**src/design/fl64_pkg.sv**
```systemverilog
// Shared constants for the Fletcher-64 slot checksum block.
`timescale 1ns / 1ps
`default_nettype none

package fl64_pkg;

  // Default block length limit, in words
  localparam int unsigned MaxWordsDefault = 65536;

  // Field widths
  localparam int unsigned WordW = 32;
  localparam int unsigned SlotW = 16;
  localparam int unsigned CfgIdxW = 1;
  localparam int unsigned CfgDataW = 16;

  // Configuration register indexes
  localparam logic [CfgIdxW-1:0] RegSlotWordIndex = 1'b0;
  localparam logic [CfgIdxW-1:0] RegInsertMode    = 1'b1;

endpackage : fl64_pkg

`default_nettype wire

```
**src/design/fletcher64_slot_checksum.sv**
```systemverilog
// Fletcher-64 checksum over a streamed block of words, with a stored-checksum slot.
// Input channel: one 32-bit word per item (data_word_i) plus a last-word mark.
// An item is taken on a rising edge with in_valid_i high and in_stall_o low.
// Output channel: one item per block, the 64-bit checksum (high sum above the
// low sum) and a flag that is 1 in insert mode or when the checksum matches
// the two slot words captured at slot_word_index. Slot words count as zero.
// Throughput: one word per cycle while in_stall_o is low, set by the single
// accumulate step of the two 32-bit sums held in registers. The result appears
// on the output register in the cycle after its last word is taken.
// The output register parts the two sides: words are still taken while a
// result waits, except when that result is held by out_stall_i, in which case
// in_stall_o is raised until it is taken.
// Configuration: cfg_we_i with cfg_index_i and cfg_wdata_i writes a register;
// write only between blocks.
// Reset clears both sums, the word position, the captured slot words, the
// configuration registers and the output valid flag.
`timescale 1ns / 1ps
`default_nettype none

module fletcher64_slot_checksum #(
  parameter int unsigned MaxWords = fl64_pkg::MaxWordsDefault
) (
  input  wire logic                               clk_i,
  input  wire logic                               rst_ni,
  // input words
  input  wire logic                               in_valid_i,
  output logic                                    in_stall_o,
  input  wire logic [fl64_pkg::WordW-1:0]         data_word_i,
  input  wire logic                               last_word_i,
  // results
  output logic                                    out_valid_o,
  input  wire logic                               out_stall_i,
  output logic [2*fl64_pkg::WordW-1:0]            checksum_value_o,
  output logic                                    checksum_ok_o,
  // configuration
  input  wire logic                               cfg_we_i,
  input  wire logic [fl64_pkg::CfgIdxW-1:0]       cfg_index_i,
  input  wire logic [fl64_pkg::CfgDataW-1:0]      cfg_wdata_i
);

  localparam int unsigned WordW = fl64_pkg::WordW;
  localparam int unsigned SlotW = fl64_pkg::SlotW;
  // position must hold MaxWords + 1 (saturation point)
  localparam int unsigned PosW  = $clog2(MaxWords + 2);
  localparam int unsigned CmpW  = (PosW > SlotW + 1) ? PosW : SlotW + 1;
  localparam logic [PosW-1:0] PosMax = PosW'(MaxWords + 1);

  // configuration registers
  logic [SlotW-1:0] slot_q;
  logic             insert_q;

  // block state
  logic [WordW-1:0] low_q, low_d;
  logic [WordW-1:0] high_q, high_d;
  logic [PosW-1:0]  pos_q, pos_d;
  logic [WordW-1:0] stored_lo_q, stored_lo_d;
  logic [WordW-1:0] stored_hi_q, stored_hi_d;

  // output register
  logic                 out_valid_q;
  logic [2*WordW-1:0]   csum_q;
  logic                 ok_q;

  logic             in_fire;
  logic             out_fire;
  logic [CmpW-1:0]  pos_ext;
  logic [CmpW-1:0]  slot_ext;
  logic [CmpW-1:0]  slot_next_ext;
  logic             at_slot_lo;
  logic             at_slot_hi;
  logic [2*WordW-1:0] csum_new;

  assign out_fire   = out_valid_q && !out_stall_i;
  assign in_stall_o = out_valid_q && out_stall_i;
  assign in_fire    = in_valid_i && !in_stall_o;

  // slot position compare
  assign pos_ext       = CmpW'(pos_q);
  assign slot_ext      = CmpW'(slot_q);
  assign slot_next_ext = slot_ext + CmpW'(1);
  assign at_slot_lo    = (pos_ext == slot_ext);
  assign at_slot_hi    = !at_slot_lo && (pos_ext == slot_next_ext);

  // accumulate one word
  always_comb begin
    low_d       = low_q;
    high_d      = high_q;
    stored_lo_d = stored_lo_q;
    stored_hi_d = stored_hi_q;
    if (at_slot_lo) begin
      stored_lo_d = data_word_i;
      // slot at the final word counts one extra zero word
      if (last_word_i) begin
        high_d = high_q + {low_q[WordW-2:0], 1'b0};
      end else begin
        high_d = high_q + low_q;
      end
    end else if (at_slot_hi) begin
      stored_hi_d = data_word_i;
      high_d      = high_q + low_q;
    end else begin
      low_d  = low_q + data_word_i;
      high_d = high_q + low_d;
    end
    pos_d = (pos_q < PosMax) ? pos_q + PosW'(1) : pos_q;
  end

  assign csum_new = {high_d, low_d};

  // configuration writes
  always_ff @(posedge clk_i or negedge rst_ni) begin
    if (!rst_ni) begin
      slot_q   <= '0;
      insert_q <= 1'b0;
    end else if (cfg_we_i) begin
      unique case (cfg_index_i)
        fl64_pkg::RegSlotWordIndex: slot_q   <= cfg_wdata_i[SlotW-1:0];
        fl64_pkg::RegInsertMode:    insert_q <= cfg_wdata_i[0];
        default: ;
      endcase
    end
  end

  // block state, cleared after the last word
  always_ff @(posedge clk_i or negedge rst_ni) begin
    if (!rst_ni) begin
      low_q       <= '0;
      high_q      <= '0;
      pos_q       <= '0;
      stored_lo_q <= '0;
      stored_hi_q <= '0;
    end else if (in_fire) begin
      if (last_word_i) begin
        low_q       <= '0;
        high_q      <= '0;
        pos_q       <= '0;
        stored_lo_q <= '0;
        stored_hi_q <= '0;
      end else begin
        low_q       <= low_d;
        high_q      <= high_d;
        pos_q       <= pos_d;
        stored_lo_q <= stored_lo_d;
        stored_hi_q <= stored_hi_d;
      end
    end
  end

  // output valid
  always_ff @(posedge clk_i or negedge rst_ni) begin
    if (!rst_ni) begin
      out_valid_q <= 1'b0;
    end else if (in_fire && last_word_i) begin
      out_valid_q <= 1'b1;
    end else if (out_fire) begin
      out_valid_q <= 1'b0;
    end
  end

  // output payload
  always_ff @(posedge clk_i) begin
    if (in_fire && last_word_i) begin
      csum_q <= csum_new;
      ok_q   <= insert_q || (csum_new == {stored_hi_d, stored_lo_d});
    end
  end

  assign out_valid_o      = out_valid_q;
  assign checksum_value_o = csum_q;
  assign checksum_ok_o    = ok_q;

`ifndef ASSERT_OFF
  // a last word always yields a result in the next cycle
  a_last_gives_result: assert property (@(posedge clk_i) disable iff (!rst_ni)
    in_fire && last_word_i |=> out_valid_o)
    else $error("result missing after last word");

  // block state is cleared after a last word
  a_clear_after_last: assert property (@(posedge clk_i) disable iff (!rst_ni)
    in_fire && last_word_i |=> pos_q == '0 && low_q == '0 && high_q == '0)
    else $error("block state not cleared after last word");

  // input only held back by a waiting, stalled result
  a_stall_reason: assert property (@(posedge clk_i) disable iff (!rst_ni)
    in_stall_o |-> out_valid_o && out_stall_i)
    else $error("input stalled without a held result");

  // insert mode always flags ok
  a_insert_ok: assert property (@(posedge clk_i) disable iff (!rst_ni)
    in_fire && last_word_i && insert_q |=> checksum_ok_o)
    else $error("insert mode result not flagged ok");
`endif

endmodule : fletcher64_slot_checksum

`default_nettype wire
```
**config.mk**
```make
export PLATFORM = sky130hd
export DESIGN_NAME = fletcher64_slot_checksum
export DESIGN_NICKNAME = d
export VERILOG_FILES = /design/src/design/fl64_pkg.sv /design/src/design/fletcher64_slot_checksum.sv
export SDC_FILE = /design/constraint.sdc
export NUM_CORES = 1
export LEC_CHECK = 0
export BUFFER_PORTS_ARGS = -buffer_cell sky130_fd_sc_hd__buf_4
export CORE_ASPECT_RATIO = 0.5
export CORE_MARGIN = 3
export CORE_UTILIZATION = 50
export CTS_BUF_LIST = sky130_fd_sc_hd__clkbuf_4 sky130_fd_sc_hd__clkbuf_8 sky130_fd_sc_hd__clkbuf_16
export CTS_CLUSTER_DIAMETER = 80
export DETAILED_ROUTE_END_ITERATION = 7
export PLACE_DENSITY = 0.73
export SLEW_MARGIN = 20
export SYNTH_ARGS = -nofsm -noshare
export SYNTH_HDL_FRONTEND = slang
export SYNTH_SLANG_ARGS = --single-unit
```
**constraint.sdc**
```tcl
create_clock -name clk_i -period 5.5 [get_ports clk_i]
set_input_delay 0.275 -clock clk_i [delete_from_list [all_inputs] [get_ports clk_i]]
set_output_delay 0.275 -clock clk_i [all_outputs]
set_load 0.1 [all_outputs]
```
# --- After elaboration in Yosys (flattened, before gate mapping) ---
# Index checks and enable logic that the tools add are counted.
# W data, S select, Z words.
word_totals:
  reg_bits: 228
  out_inout_bits: 67
  elab_cells: 51
op_classes:
  add_sub_neg: 6
  order_cmp: 1
  n_eq_ne: 3
  n_mux: 16
  bitwise_logic: 1
  reduce_logical: 14
ops:
  columns: ["cell", "count"]
  rows:
  - ["$mux W32", 12]
  - ["$add A32 B32 Y32", 4]
  - ["$eq A64 B64 Y1", 1]
  - ["$mux W17", 2]
  - ["$add A16 B1 Y17 const B", 1]
  - ["$add A17 B1 Y17 const B", 1]
  - ["$eq A17 B16 Y1", 1]
  - ["$eq A17 B17 Y1", 1]
  - ["$lt A17 B17 Y1 const B", 1]
  - ["$reduce_and A2 Y1", 3]
  - ["$logic_and A1 B1 Y1", 5]
  - ["$reduce_bool A2 Y1", 2]
  - ["$logic_not A1 Y1", 3]
  - ["$mux W1", 2]
  - ["$logic_or A1 B1 Y1", 1]
  - ["$not A1 Y1", 1]

# --- Logic depth before layout (Yosys ltp) ---
logic_depth:
  ltp_word: 7
  depth_mapped: 23
  ltp_nobuf: 22

# --- Least setup slack after synthesis ---
# No wires, ideal clock.
synth_timing:
  path_kind: "register to register"
  from: "reg low_q[0]"
  to: "reg ok_q, in the netlist checksum_ok_o, data pin"
  arrival_ns: 5.464
  path_slack_ns: -0.144
  stages_incl_launch_ff: 22
  synth_period_minus_slack_ns: 5.644
  cell_sequence: "dfrtp_1 > ha_1 > fa_1 > a21o_1 > a221oi_1 > o21ai_0 > a21oi_1 > xnor2_1 > ha_1 > clkbuf_1 > a21o_1 > a2111oi_0 > a21o_1 > and2_1 > xor2_1 > a22oi_2 > o21ai_1 > xor2_1 > or4_1 > nor4_1 > nand4_1 > o41ai_2"
synth_via:
  elab_chain_cells: 6
synth_lines:
  columns: ["item", "line_no", "text"]
  rows:
  - ["start: declaration", "fletcher64_slot_checksum.sv:53", "logic [WordW-1:0] low_q, low_d;"]
  - ["start signal: assignment", "fletcher64_slot_checksum.sv:140", "low_q <= low_d;"]
  - ["$add A32 B32 Y32", "fletcher64_slot_checksum.sv:102", "low_d = low_q + data_word_i;"]
  - ["$add A32 B32 Y32", "fletcher64_slot_checksum.sv:103", "high_d = high_q + low_d;"]
  - ["$mux W32", "fletcher64_slot_checksum.sv:98", "end else if (at_slot_hi) begin"]
  - ["$mux W32", "fletcher64_slot_checksum.sv:90", "if (at_slot_lo) begin"]
  - ["$eq A64 B64 Y1 (*)", "fletcher64_slot_checksum.sv:164", "ok_q <= insert_q || (csum_new == {stored_hi_d, stored_lo_d});"]
  - ["$logic_or A1 B1 Y1 (*)", "fletcher64_slot_checksum.sv:164", null]
  - ["end signal: assignment", "fletcher64_slot_checksum.sv:164", null]
  - ["end: declaration", "fletcher64_slot_checksum.sv:62", "logic ok_q;"]
# Mark *: on every way between the ends. The rest lies on a longest branch, timed or not.
# A chain may end at the register's enable or synchronous reset.

# --- Final worst setup path ---
layout_timing:
  from: "reg low_q[1]"
  to: "reg ok_q, in the netlist checksum_ok_o, data pin"
# The elaborated chain is that of the path after synthesis.

==> results.yml <==
run_status:
  outcome: "finished clean"
timing:
  hold_violations: 0
  fmax_ghz: 0.1867
  fin_crit_sh_pct: 97.38
  worst_pin_slew_ps: 1120
  period_minus_slack_ps: 5356
  drv_slew: 0
  setup_viol: 0
  maxSlewHeadroom_pct: 25.13
  clock_skew_ps: 28.66
  rsz0062_at_grt: "yes"
global_route:
  track_usage_pct: 33.80
  grt_overflow_total: 0
  grt_pass1_wl_mm: 105.1
  antenna_found_initial: 3
  grt_pass1_vias: 17540
  grt_start_max_net_pins: 87
finish:
  area_delta_synth_final_pct: 23.24
  drive_gt1_share_pct: 21.76
  num-nets-final: 2615
  postLayoutCellArea_um2: 23300
clock_tree:
  insertion_delay_ps: 560
  max-clock-path-buffers: 3
  numClockSinks: 228
  clk_pin_slew_ps: 70
  htree_levels: 1
  cts_root_buffer: "clkbuf_16"
  cts_tree: "yes"
  cts_buffers: 23
synth:
  synth_nets: 2328
  async_flop_share_pct: 71.49
  synth_enable_flop_cells: 65
  synth-seq-cells: 228
  netlist.area_leader.share_pct: 21.57
  synthFlopType: "dfrtp_1"
  syn_area_um2: 18910
  synth.area.top_cells: "dfrtp_1 (22%), edfxtp_1 (10%), ha_1 (8.5%)"
  synth_cell_types: 92
  synth_warnings: 0
  ys_seq_area_share_pct: 31.89
  avgSynthCellArea_um2: 8.832
  yosysTopAreaCell: "dfrtp_1"
  netlist_instances: 2141
route:
  drc: 0
  ant_nets: 0
  drt-vias-per-instance: 6.390
  firstDrtPassIters: 5
  wl_per_cell_um: 23.66
  vias: 18740
  drt_iter0_markers: 2107
  drt-total-wl_mm: 69.37
critical_path:
  crit_path_max_fanout: 4
  startpoint_type: "flip-flop"
  r2r-end: "checksum_ok_o$_DFFE_PP_"
  criticalPathCategory: "flip-flop to flip-flop"
  cp.arrival_ps: 5720
  cp_common_cell: "buf_4"
  rrSetupSlack_ps: 140
  reg2regPathDepth: 24
  startpoint: "low_q[1]$_DFFE_PN0P_"
  path_cells: "buf_6 > ha_1 > a21oi_1 > nand4b_1 > buf_4 > a2111o_1 > a2111oi_4 > buf_4 > or2_4 > buf_4 > nand2_1 > o32ai_2 > buf_4 > xor2_2 > ha_1 > and3_1 > a221oi_2 > o21bai_1 > a41o_1 > xnor2_2 > buf_4 > nand4_1 > o2111ai_2 > o41ai_2"
  crit_end: "checksum_ok_o$_DFFE_PP_"
  required_ps: 5860
  crit_path_max_incr_delay_ps: 470
  r2r-start: "low_q[1]$_DFFE_PN0P_"
  crit_path_top_delay_cell: "a2111o_1"
  crit_path_end_kind: "flip-flop"
floorplanning:
  ios: 122
  die_h_um: 143.5
  core_um2: 36600
  rows: 49
  die_x_um: 281.0
  dieArea_um2: 40330
  start_util_pct: 51.66
flow_run:
  maxCapViolations: 0
hold_path:
  min_path_type: "input pin to flip-flop"
placed_design:
  dpl-instance-area_um2: 21630
  hpwl_mm: 53.05
  gp_congestion: 1.006
  port_buffers: 121
## layer usage
layer	part of all wire, %	track usage (%)	vias up
li1	-	-	8596
met1	43	46.79	9124
met2	44	53.72	890
met3	9.5	7.208	124
met4	2.9	9.575	2
met5	0.017	0	-
## synth_stat cells, types with 14 or more instances
cell,n
edfxtp_1,65
nor3_1,20
dfrtp_1,163
a211oi_1,27
xor2_1,82
mux2i_1,53
xnor2_1,104
o21ai_0,161
nor2b_1,14
mux2_2,25
a22o_1,57
nand4_1,29
and2_1,51
nand2_1,256
a21oi_1,170
o21bai_1,16
nor2_1,112
clkbuf_1,81
inv_1,47
a21o_1,60
ha_1,128
nor4_1,14
o21a_1,18
nand3_1,38
a31oi_1,24
and3_1,21
o211ai_1,22
a22oi_1,41
nand2b_1,14
## timing repair
action | in CTS | in global routing
hold buffers | 17 | 0
setup buffers | 4 | 16
resized for setup | 23 | 89
gates cloned | 0 | 0
pin swaps | 18 | 55
endpoints found under the setup margin | 1 | 5
hold endpoints to repair | 101 | 0
## state kept, by name, indices dropped and copies added (netlist names)
signal	flops
stored_hi_q	32
insert_q	1
pos_ext	17
slot_q	16
out_valid_o	1
high_q	32
checksum_value_o	64
low_q	32
stored_lo_q	32
checksum_ok_o	1
## cell families (layout without fill, tap and decap cells)
group / Yosys count / in the layout / share of synthesized area, %
multiplexers: 80 / 80 / 4.413
AND/OR/NAND/NOR: 619 / 619 / 15.70
XOR/XNOR: 192 / 192 / 9.330
adder cells (fa/ha/maj): 132 / 132 / 8.893
buffers and inverters: 152 / 456 / 3.328
AO/OA/AOI/OAI: 738 / 738 / 26.45
flip-flops: 228 / 228 / 31.89
other: 0 / 3 / 0
## worst min path at each step
stage,slack [ps],start,endpoint,cells after the start
5_1_grt,50,cfg_we_i,insert_q$_DFFE_PN0P_,3
4_1_cts,40,data_word_i[17],stored_hi_q[17]$_DFFE_PN0P_,3
3_3_place_gp,390,rst_ni,stored_lo_q[20]$_DFFE_PN0P_,1
2_1_floorplan,-20,rst_ni,high_q[0]$_DFFE_PN0P_,0
6_report,50,cfg_we_i,insert_q$_DFFE_PN0P_,3
3_5_place_dp,400,rst_ni,stored_lo_q[20]$_DFFE_PN0P_,1
## placed cells by master, fill, tap and decap left out, drive strengths merged, types with 22 or more instances in the layout
cell	instances
a31oi	24
a21oi	173
nand4	29
clkbuf	29
xnor2	104
buf	349
edfxtp	65
a22o	57
ha	128
nand2	258
o211ai	22
nand3	38
mux2i	53
o21ai	166
a22oi	42
and2	53
mux2	27
nor2	112
dfrtp	163
xor2	82
a211oi	27
a21o	60
inv	51
## through the flow
step	setup TNS, ps	cells	worst slack (ps)	hold WS (ps)	utilization (%)
after detailed placement	-390.9	2851	-390.9	396.1	59.11
after floorplan	0	2141	32.99	-20.59	-
after global placement	-253.3	2851	-253.3	390.8	59.11
final	0	2932	144.2	52.48	63.67
after global routing	-69.50	2929	-69.50	52.49	63.65
after CTS	0	2914	11.13	43.74	62.09
## cell type report
class	count	area [µm²]
fill	3124	13300
multi-input combinational	1761	12860
sequential	228	6031
timing repair buffer	366	2834
clock buffer	29	655.6
tap	484	605.6
inverter	48	180.2
clock inverter	13	132.6
antenna	3	7.507
## worst max-delay path: cells and delay by family (launching register included)
| kind | cells | cell delay [ps] |
|---|---|---|
| fa+ha+maj | 2 | 540 |
| compound gates | 9 | 2210 |
| xor+xnor | 2 | 370 |
| flops | 1 | 410 |
| buf+inv | 6 | 890 |
| simple gates | 5 | 720 |
Power is left out: the tool's default activity adds up to more than one toggle a clock period on the data nets, which glitch-free logic cannot reach.
